## config.mk

```make
export PLATFORM = sky130hd
export DESIGN_NAME = key_report_to_key_events
export DESIGN_NICKNAME = d
export VERILOG_FILES = /design/src/krke_pkg.sv /design/src/krke_ctrl.sv /design/src/krke_datapath.sv /design/src/key_report_to_key_events.sv
export SDC_FILE = /design/constraint.sdc
export NUM_CORES = 1
export LEC_CHECK = 0
export ABC_AREA = 1
export BUFFER_PORTS_ARGS = -buffer_cell sky130_fd_sc_hd__buf_2
export CAP_MARGIN = 10
export CELL_PAD_IN_SITES_DETAIL_PLACEMENT = 0
export CELL_PAD_IN_SITES_GLOBAL_PLACEMENT = 1
export CORE_ASPECT_RATIO = 0.7
export CORE_MARGIN = 5
export CORE_UTILIZATION = 24
export DETAILED_ROUTE_END_ITERATION = 16
export GPL_TIMING_DRIVEN = 0
export PLACE_DENSITY = 0.63
export SLEW_MARGIN = 10
export SYNTH_ARGS = -nofsm -noshare
export SYNTH_HDL_FRONTEND = slang
export SYNTH_SLANG_ARGS = --single-unit
```

## constraint.sdc

```tcl
create_clock -name i_clk -period 2.8 [get_ports i_clk]
set_clock_uncertainty 0.1 [all_clocks]
set_input_delay 0.56 -clock i_clk [delete_from_list [all_inputs] [get_ports i_clk]]
set_output_delay 0.56 -clock i_clk [all_outputs]
set_load 0.05 [all_outputs]
```

## src/krke_pkg.sv

```systemverilog
`timescale 1ns / 1ps

package krke_pkg;

    localparam int NUM_G    = 18;
    localparam int NUM_M    = 4;
    localparam int NUM_L    = 5;
    localparam int NUM_KEYS = NUM_G + NUM_M + NUM_L;
    localparam int IDX_W    = $clog2(NUM_KEYS);
    localparam int G_LO_CNT = 12;

    localparam logic [7:0] KIND_G  = 8'h01;
    localparam logic [7:0] KIND_ML = 8'h02;

    localparam logic [7:0] G_SC_LO = 8'h3a;
    localparam logic [7:0] G_SC_HI = 8'h1e;

    localparam logic [7:0] G_CODE_BASE = 8'd167;
    localparam logic [7:0] M_CODE_BASE = 8'd187;
    localparam logic [7:0] L_CODE_BASE = 8'd191;

    localparam logic [7:0] M1_MASK = 8'h01;
    localparam logic [7:0] M2_MASK = 8'h02;
    localparam logic [7:0] M3_MASK = 8'h04;
    localparam logic [7:0] M4_MASK = 8'h40;
    localparam logic [7:0] L_MASK  = 8'h80;

    typedef enum logic {
        ST_IDLE,
        ST_BUSY
    } t_state;

    typedef struct packed {
        logic capture;
        logic step;
    } t_cmd;

    typedef struct packed {
        logic pend_any;
        logic out_free;
    } t_status;

endpackage

```

## src/krke_ctrl.sv

```systemverilog
`timescale 1ns / 1ps

module krke_ctrl
    import krke_pkg::*;
(
    input  logic    i_clk,
    input  logic    i_rst_n,
    input  logic    s_axis_tvalid,
    output logic    s_axis_tready,
    input  t_status i_status,
    output t_cmd    o_cmd
);

    t_state r_state;
    t_state n_state;

    always_ff @(posedge i_clk) begin
        if (!i_rst_n) begin
            r_state <= ST_IDLE;
        end else begin
            r_state <= n_state;
        end
    end

    always_comb begin
        n_state       = r_state;
        s_axis_tready = 1'b0;
        o_cmd         = '0;
        case (r_state)
            ST_IDLE: begin
                s_axis_tready = 1'b1;
                if (s_axis_tvalid) begin
                    o_cmd.capture = 1'b1;
                    n_state       = ST_BUSY;
                end
            end
            ST_BUSY: begin
                if (!i_status.pend_any) begin
                    n_state = ST_IDLE;
                end else if (i_status.out_free) begin
                    o_cmd.step = 1'b1;
                end
            end
            default: begin
                n_state = ST_IDLE;
            end
        endcase
    end

endmodule

```

## src/krke_datapath.sv

```systemverilog
`timescale 1ns / 1ps

module krke_datapath
    import krke_pkg::*;
(
    input  logic        i_clk,
    input  logic        i_rst_n,
    input  t_cmd        i_cmd,
    output t_status     o_status,
    input  logic        i_cfg_we,
    input  logic        i_cfg_wdata,
    input  logic [7:0]  i_kind,
    input  logic [63:0] i_bytes,
    output logic        m_axis_tvalid,
    input  logic        m_axis_tready,
    output logic [15:0] m_axis_tdata,
    output logic        m_axis_tlast
);

    logic                r_single;
    logic [NUM_KEYS-1:0] r_held;
    logic [NUM_KEYS-1:0] r_now;
    logic [NUM_KEYS-1:0] r_pend;
    logic                r_phase;
    logic                r_out_valid;
    logic [7:0]          r_out_code;
    logic                r_out_pressed;
    logic                r_out_last;

    logic [7:0]          w_b [1:8];
    logic [NUM_KEYS-1:0] w_now;
    logic [NUM_KEYS-1:0] w_grp;
    logic [NUM_KEYS-1:0] w_low;
    logic [NUM_KEYS-1:0] w_rem;
    logic [IDX_W-1:0]    w_idx;
    logic [7:0]          w_sc;
    logic [7:0]          w_code;
    logic                w_pressed;
    logic                w_done;
    logic                w_last;

    always_comb begin
        for (int j = 1; j <= 8; j++) begin
            w_b[j] = i_bytes[(j-1)*8 +: 8];
        end
    end

    // decode the report into a held vector (G, then M, then L) and a group mask
    always_comb begin
        w_now = '0;
        w_grp = '0;
        w_sc  = '0;
        if (i_kind == KIND_G) begin
            w_grp[NUM_G-1:0] = '1;
            for (int i = 0; i < NUM_G; i++) begin
                if (i < G_LO_CNT) begin
                    w_sc = G_SC_LO + 8'(i);
                end else begin
                    w_sc = G_SC_HI + 8'(i - G_LO_CNT);
                end
                for (int j = 1; j <= 5; j++) begin
                    if (w_b[j] == w_sc) begin
                        w_now[i] = 1'b1;
                    end
                end
            end
        end else if (i_kind == KIND_ML) begin
            w_grp[NUM_KEYS-1:NUM_G] = '1;
            w_now[NUM_G+0] = |(w_b[6] & M1_MASK);
            w_now[NUM_G+1] = |(w_b[7] & M2_MASK);
            w_now[NUM_G+2] = |(w_b[8] & M3_MASK);
            w_now[NUM_G+3] = |(w_b[7] & M4_MASK);
            w_now[NUM_G+NUM_M+0] = |(w_b[8] & L_MASK);
            w_now[NUM_G+NUM_M+1] = |(w_b[2] & L_MASK);
            w_now[NUM_G+NUM_M+2] = |(w_b[3] & L_MASK);
            w_now[NUM_G+NUM_M+3] = |(w_b[4] & L_MASK);
            w_now[NUM_G+NUM_M+4] = |(w_b[5] & L_MASK);
        end
    end

    // lowest pending key
    assign w_low = r_pend & (~r_pend + {{(NUM_KEYS-1){1'b0}}, 1'b1});
    assign w_rem = r_pend & ~w_low;

    always_comb begin
        w_idx = '0;
        for (int k = 0; k < NUM_KEYS; k++) begin
            if (w_low[k]) begin
                w_idx = w_idx | IDX_W'(k);
            end
        end
    end

    always_comb begin
        if (w_idx < IDX_W'(NUM_G)) begin
            w_code = G_CODE_BASE + 8'(w_idx);
        end else if (w_idx < IDX_W'(NUM_G + NUM_M)) begin
            w_code = M_CODE_BASE + 8'(w_idx) - 8'(NUM_G);
        end else begin
            w_code = L_CODE_BASE + 8'(w_idx) - 8'(NUM_G + NUM_M);
        end
    end

    // single mode: pending keys are presses only, each gives down then up
    assign w_pressed = r_single ? !r_phase : |(r_now & w_low);
    assign w_done    = !(r_single && !r_phase);
    assign w_last    = w_done && (w_rem == '0);

    always_ff @(posedge i_clk) begin
        if (!i_rst_n) begin
            r_single    <= 1'b0;
            r_held      <= '0;
            r_pend      <= '0;
            r_phase     <= 1'b0;
            r_out_valid <= 1'b0;
        end else begin
            if (i_cfg_we) begin
                r_single <= i_cfg_wdata;
            end
            if (i_cmd.capture) begin
                r_held  <= (r_held & ~w_grp) | (w_now & w_grp);
                r_pend  <= (r_held ^ w_now) & w_grp & (w_now | {NUM_KEYS{!r_single}});
                r_phase <= 1'b0;
            end else if (i_cmd.step) begin
                if (w_done) begin
                    r_pend  <= w_rem;
                    r_phase <= 1'b0;
                end else begin
                    r_phase <= 1'b1;
                end
            end
            if (i_cmd.step) begin
                r_out_valid <= 1'b1;
            end else if (m_axis_tready) begin
                r_out_valid <= 1'b0;
            end
        end
    end

    always_ff @(posedge i_clk) begin
        if (i_cmd.capture) begin
            r_now <= w_now;
        end
        if (i_cmd.step) begin
            r_out_code    <= w_code;
            r_out_pressed <= w_pressed;
            r_out_last    <= w_last;
        end
    end

    assign o_status.pend_any = |r_pend;
    assign o_status.out_free = !r_out_valid || m_axis_tready;

    assign m_axis_tvalid = r_out_valid;
    assign m_axis_tdata  = {7'd0, r_out_pressed, r_out_code};
    assign m_axis_tlast  = r_out_last;

    a_phase_has_pend: assert property (@(posedge i_clk) disable iff (!i_rst_n)
        r_phase |-> (r_pend != '0))
        else $error("second half of a keypress with nothing pending");

    a_last_drains: assert property (@(posedge i_clk) disable iff (!i_rst_n)
        (i_cmd.step && w_last) |=> (r_pend == '0))
        else $error("events remain after last");

    a_other_kind_quiet: assert property (@(posedge i_clk) disable iff (!i_rst_n)
        (i_cmd.capture && i_kind != KIND_G && i_kind != KIND_ML) |=> (r_pend == '0))
        else $error("ignored report produced events");

    a_step_needs_slot: assert property (@(posedge i_clk) disable iff (!i_rst_n)
        i_cmd.step |-> (o_status.out_free && o_status.pend_any))
        else $error("step without pending key or free output");

endmodule

```

## src/key_report_to_key_events.sv

```systemverilog
`timescale 1ns / 1ps
// The first event is offered after the report is captured into the pending
// vector and the scan result is registered at the output. A report holds the
// input until all E events (0..36) are out, one per cycle from a priority scan
// over the 27 pending keys. Output is registered; back-pressure stalls the scan.
// Reset (synchronous, active low) clears held keys, mode and output valid.

module key_report_to_key_events
    import krke_pkg::*;
(
    input  logic        i_clk,
    input  logic        i_rst_n,
    input  logic        i_cfg_we,
    input  logic        i_cfg_wdata,     // single_keypress
    input  logic        s_axis_tvalid,
    output logic        s_axis_tready,
    input  logic [63:0] s_axis_tdata,    // report_byte_1 .. report_byte_8
    input  logic [7:0]  s_axis_tuser,    // report_kind
    output logic        m_axis_tvalid,
    input  logic        m_axis_tready,
    output logic [15:0] m_axis_tdata,    // key_code[7:0], pressed[8], zero pad
    output logic        m_axis_tlast     // last
);

    t_cmd    w_cmd;
    t_status w_status;

    krke_ctrl u_ctrl (
        .i_clk         (i_clk),
        .i_rst_n       (i_rst_n),
        .s_axis_tvalid (s_axis_tvalid),
        .s_axis_tready (s_axis_tready),
        .i_status      (w_status),
        .o_cmd         (w_cmd)
    );

    krke_datapath u_datapath (
        .i_clk         (i_clk),
        .i_rst_n       (i_rst_n),
        .i_cmd         (w_cmd),
        .o_status      (w_status),
        .i_cfg_we      (i_cfg_we),
        .i_cfg_wdata   (i_cfg_wdata),
        .i_kind        (s_axis_tuser),
        .i_bytes       (s_axis_tdata),
        .m_axis_tvalid (m_axis_tvalid),
        .m_axis_tready (m_axis_tready),
        .m_axis_tdata  (m_axis_tdata),
        .m_axis_tlast  (m_axis_tlast)
    );

endmodule

```

==> results of run 1 <==
## final cells by class
type | instances | area, um2 | area share
sequential | 94 | 2250 | 0.283
timing repair buffer | 70 | 373 | 0.0471
clock buffer | 9 | 225 | 0.0284
inverter | 172 | 646 | 0.0815
multi-input combinational | 808 | 3710 | 0.468
buffer | 31 | 194 | 0.0245
clock inverter | 7 | 65.1 | 0.00821
tap | 371 | 464 | 0.0586
## layer usage
| layer | share of wire | wire (um) | global-route usage |
|---|---|---|---|
| met5 | 0 | 0 | 0 |
| met4 | 0.0054 | 138 | 0.0215 |
| met3 | 0.068 | 1740 | 0.0321 |
| met2 | 0.38 | 9770 | 0.222 |
| met1 | 0.55 | 14000 | 0.267 |
## power groups by stage
stage	clock network [mW]	logic (mW)	registers [mW]
5_1_grt	1.33	1.48	1.62
4_1_cts	1.29	1.30	1.60
3_5_place_dp	0	1.30	1.64
3_3_place_gp	0	1.29	1.64
2_1_floorplan	0	0.838	1.69
6_report	1.25	1.32	1.61
## worst min-delay path by stage
stage | start | cells after the start | end
6_report | i_cfg_we | 2 | u_datapath.r_single
3_3_place_gp | flop | 2 | flop
4_1_cts | i_cfg_we | 2 | u_datapath.r_single
3_5_place_dp | flop | 2 | flop
5_1_grt | i_cfg_we | 2 | u_datapath.r_single
2_1_floorplan | u_datapath.r_pend[23] | 2 | u_datapath.r_pend[23]
## metrics by stage
step	setup slack, ns	hold WS, ns	TNS [ns]	utilization
final	0.162	0.327	0	0.285
after global routing	-0.0263	0.322	-0.0263	0.285
after CTS	0.107	0.325	0	0.284
after detailed placement	-0.112	0.395	-0.892	0.274
after global placement	-0.798	0.391	-21.59	0.273
after floorplan	0.304	0.367	0	-
## kinds of logic after synthesis
| kind of cell | synth area share |
|---|---|
| AO/OA/AOI/OAI | 0.124 |
| adder cells (fa/ha/maj) | 0.00371 |
| buffers and inverters | 0.124 |
| flip-flops | 0.333 |
| other | 0.00112 |
| XOR/XNOR | 0.00260 |
| AND/OR/NAND/NOR | 0.412 |
## synthesized netlist by cell type, drive strengths merged (2+ instances only)
library cell and instances:
xor2 2, nand2 266, nand3b 2, nor2 214
a211oi 10, o211ai 3, nand3 94, inv 171
conb 2, o21ai 83, edfxtp 36, a21oi 53
nor4 3, nor3 21, o22ai 2, clkbuf 13
nand4 34, dfxtp 58, a22oi 2, ha 2
or2 4, buf 18
## repair_timing
action,CTS,global route
resized for setup,0,15
buffers inserted,0,0
endpoints found under the setup margin,0,4
## critical path, cell delays in order, from the launching register on
cell and delay (ns):
dfxtp_1 0.38, nor2_2 0.22, nand2_1 0.14, nor2_1 0.25, nand3_1 0.28, o21ai_0 0.18, nor2_1 0.10, nand3_1 0.15
ha_1 0.21, inv_1 0.05, o21ai_1 0.17, nand2_1 0.07, nand2_1 0.06, inv_1 0.04
==> summary.txt, run 1 <==
Synth
  • Largest area contributor in the netlist: dfxtp_1
  • Post-synth ARST share: 0
  • Post-synth EDFFs: 36
  • Synth top area share: 0.172
  • Synthesis Warnings: 0
  • Yosys reg bits: 94
  • Yosys cell types: 45
  • Sequential-to-total area share from yosys stat: 0.333
  • Syn Area/Cell: 6.13 um2
  • Mapped Cells: 1099
  • Top FF cell, synth: dfxtp_1
  • Ranking of synthesized cells by area: dfxtp_1 17%, edfxtp_1 16%, nand2_1 15%
  • Cell Area, Synth: 0.00674 mm2

Cells and area
  • Filler Cell Count: 3195
  • Post-route insts no fill: 1562
  • Most common cell after layout, fill and taps aside: nand2_1
  • Finished Cell Area: 0.00792 mm2
  • P&R area growth vs syn: 17.6%
  • Most frequent cells in the layout: 261 x nand2_1, 196 x nor2_1, 163 x inv_1
  • Layout cell share with drive strength beyond 1: 0.123
  • Nets: 1266
  • Antenna diodes: 0

Worst setup path
  • Critical Path AT: 2.66 ns
  • Worst endpoint required time: 2.82 ns
  • Worst r2r dst: u_datapath.r_out_code[4]
  • Reg2reg setup slack: 0.16 ns
  • Worst setup path class: reg2reg
  • Reg2Reg Depth: 13
  • Critical Path End: u_datapath.r_out_code[4]
  • Critical Path Start: u_datapath.r_pend[7]
  • Worst Setup End Kind: flop
  • Crit start category: flop
  • Worst R2R Start: u_datapath.r_pend[7]
  • Crit-path max FO: 5

Die
  • Die Y: 150 um
  • Initial Util: 0.243
  • I/O pins: 97
  • Die width: 210 um
  • Total die area: 0.0316 mm2
  • Row count: 51
  • Core ar.: 0.0278 mm2

Placed design
  • Placer's final routability congestion estimate: 0.906
  • Placed Cells: 1546
  • IO buf count: 69
  • Post-DP HPWL: 21000 um
  • Placed cell areas: 0.00760 mm2

Pwr
  • Power share of the clock group: 0.298
  • Sw Ratio: 0.394
  • Pwr dens: 528 mW/mm2
  • Sw Pwr: 1.65 mW
  • P_int: 2.53 mW
  • Comb pwr share: 0.316
  • VDD IR-drop max: 0.000224 V
  • P_leak: 3.88 nW
  • Total design power: 4.18 mW
  • Seq pwr share: 0.385

CTS
  • Clock tree buffer depth: 2
  • Worst-path clk slew: 0.07 ns
  • Clk Latency, worst-skew pair: 0.37 ns
  • Hold_buf cts: 0
  • CTS root buffer: clkbuf_16
  • Total CTS buffers: 9
  • H-tree Lvls: 3
  • # clock sinks: 94
  • CTS tree: yes

GRT
  • Vias in the first global route: 6660
  • First-pass GRT wire length: 39500 um
  • Pin count of the biggest net entering global routing: 24
  • Initial antenna violation count: 0
  • Tot GR Track Use: 0.164
  • Grt total ovfl: 0

STA
  • Tcrit/Tclk final: 0.942
  • Tightest Pin Transition: 1.01 ns
  • Relative slew margins: 0.321
  • Hold Vio Cnt, Final: 0
  • Fmax: 379 MHz
  • Minimum clock period: 2.64 ns
  • Final setup fails: 0
  • Max-slew violations: 0
  • RSZ-0062 raised after global routing: yes

Worst hold path
  • Worst Hold Class: in2reg

Detailed routing
  • Vias/cell: 4.64
  • # DRC: 0
  • Post-Route WL: 25700 um
  • 1st-pass router iterations: 5
  • WL per Instance: 16.4 um
  • Post-DRT Antenna Nets: 0
  • Initial DRC Count: 619
  • DR vias: 7242

Run status
  • Status: finished, final reports clean

Flow run
  • Max-cap check violation count: 0
No activity file was read; power rests on OpenSTA's default activity.
==> run 2: changes to the inputs <==
CORE_MARGIN = 2   (was 5)
==> run 2 against run 1 <==
  * Via count is 0.76% lower
  * Fmax up 2.5%
  * Die area is 6.7% lower
  * Sequential power hardly changed
  * Worst setup slack better by 0.064 ns
  * Total power up 0.57%
  * Routed wire length rose by 0.31%
  * Combinational power about the same
  * Global-route usage up 1.4 points
  * Critical path depth unchanged
  * Hold slack lost 0.0026 ns
  * Largest cell class unchanged
==> summary.txt, run 2 (same netlist as run 1, synthesis figures left out) <==
Cells and area
  • P&R area growth vs syn: 18.0%
  • Most frequent cells in the layout: 261 x nand2_1, 194 x nor2_1, 163 x inv_1
  • Antenna diodes: 0
  • Layout cell share with drive strength beyond 1: 0.125
  • Nets: 1267
  • Most common cell after layout, fill and taps aside: nand2_1

Worst setup path
  • Worst Setup End Kind: flop
  • Reg2reg setup slack: 0.23 ns
  • Reg2Reg Depth: 13
  • Critical Path AT: 2.59 ns
  • Worst r2r dst: u_datapath.r_out_code[4]
  • Worst setup path class: reg2reg
  • Worst endpoint required time: 2.81 ns
  • Crit start category: flop
  • Worst R2R Start: u_datapath.r_pend[9]
  • Crit-path max FO: 5

STA
  • Fmax: 388 MHz
  • Max-slew violations: 0
  • Hold Vio Cnt, Final: 0
  • Final setup fails: 0
  • Tcrit/Tclk final: 0.920
  • Minimum clock period: 2.57 ns
  • Tightest Pin Transition: 0.947 ns
  • Fin Hold WS: 0.325 ns
  • Worst Setup Slack, final: 0.225 ns
  • RSZ-0062 raised after global routing: no
  • Relative slew margins: 0.364

CTS
  • Clk Latency, worst-skew pair: 0.36 ns
  • # clock sinks: 94
  • Worst-path clk slew: 0.07 ns
  • CTS root buffer: clkbuf_16
  • H-tree Lvls: 3
  • Total CTS buffers: 9
  • CTS tree: yes
  • Clock tree buffer depth: 2

Worst hold path
  • Hold Path End: u_datapath.r_single
  • Hold wc startpoint: i_cfg_we
  • Hold Crit Depth: 2
  • Worst Hold Class: in2reg

Die
  • Die Y: 144 um
  • I/O pins: 97
  • Core ar.: 0.0277 mm2
  • Total die area: 0.0294 mm2
  • Initial Util: 0.243
  • Die width: 204 um
  • Row count: 51

Placed design
  • IO buf count: 69
  • Placer's final routability congestion estimate: 0.924
  • Pre-CTS setup slack: -0.0670 ns
  • Post-DP HPWL: 21100 um

Detailed routing
  • # DRC: 0
  • Post-Route WL: 25800 um
  • WL per Instance: 16.5 um
  • 1st-pass router iterations: 6
  • DR vias: 7187
  • Initial DRC Count: 692
  • Vias/cell: 4.60
  • Post-DRT Antenna Nets: 0

Pwr
  • Comb pwr share: 0.321
  • Total design power: 4.21 mW
  • Pwr dens: 529 mW/mm2
  • Power share of the clock group: 0.296
  • P_int: 2.58 mW
  • VDD IR-drop max: 0.000272 V
  • Sw Ratio: 0.386
  • P_leak: 3.90 nW
  • Seq pwr share: 0.383
  • Sw Pwr: 1.62 mW

GRT
  • Grt total ovfl: 0
  • Tot GR Track Use: 0.178
  • Vias in the first global route: 6446
  • First-pass GRT wire length: 38900 um
  • Pin count of the biggest net entering global routing: 22
  • Initial antenna violation count: 0

Run status
  • Status: finished, final reports clean

Flow run
  • Max-cap check violation count: 0
-- run 2: cell count changes in the layout (fill, tap and decap cells not counted), moves of 2 or more --
cell        before  now
clkbuf_1        12   14
clkbuf_8         0    2
clkinvlp_4       3    0
inv_6            0    2
inv_8            3    0
nor2_1         196  194
-- run 2: area by class of cell --
type / count / area (um2)
multi-input combinational: 808 / 3730
clock inverter: 3 / 26.3
inverter: 172 / 646
timing repair buffer: 71 / 380
buffer: 31 / 194
tap: 371 / 464
clock buffer: 13 / 260
sequential: 94 / 2250
fill: 3172 / 19700
-- run 2: routing by layer --
layer / global-route usage / vias to the layer above / share of wire
li1: - / 3704 / -
met1: 0.288 / 3235 / 0.55
met2: 0.232 / 231 / 0.36
met3: 0.0388 / 17 / 0.077
met4: 0.0336 / 0 / 0.0097
met5: 0 / - / 0
-- run 2: worst max-delay path by stage --
stage,start,to
after CTS,u_datapath.r_pend[0],u_datapath.r_out_code[4]
after detailed placement,s_axis_tuser[3],flop
after global routing,u_datapath.r_pend[8],u_datapath.r_out_code[4]
after floorplan,u_ctrl.r_state,u_datapath.r_pend[18]
final,u_datapath.r_pend[9],u_datapath.r_out_code[4]
after global placement,s_axis_tvalid,u_datapath.r_pend[22]
-- run 2: power groups by stage --
stage | clock network (mW) | registers [mW] | logic [mW]
2_1_floorplan | 0 | 1.69 | 0.838
3_3_place_gp | 0 | 1.64 | 1.30
3_5_place_dp | 0 | 1.64 | 1.30
4_1_cts | 1.27 | 1.61 | 1.31
5_1_grt | 1.32 | 1.62 | 1.50
6_report | 1.24 | 1.61 | 1.35
-- run 2: critical path: stages (launching register included) --
cell and delay [ns]:
dfxtp_1 0.35, nor2_1 0.26, nand2_1 0.17, nor2_2 0.23, nand3_2 0.19, o21ai_0 0.17, nor2_1 0.12, nand3_1 0.15
ha_1 0.20, inv_1 0.05, o21ai_1 0.17, nand2_1 0.07, nand2_1 0.06, inv_1 0.03
-- run 2: per-stage QoR --
stage          TNS, ns  utilization  cells  instance area [um2]
6_report             0        0.287   1563                 7950
5_1_grt              0        0.287   1563                 7950
4_1_cts              0        0.285   1562                 7880
3_5_place_dp    -0.538        0.274   1546                 7600
3_3_place_gp    -21.52        0.273   1545                 7570
2_1_floorplan        0            -   1105                 6760
-- run 2: timing repair --
action,CTS,global route
hold buffers,0,0
gates resized for setup,0,20
setup buffers,0,1
endpoints found under the setup margin,0,4
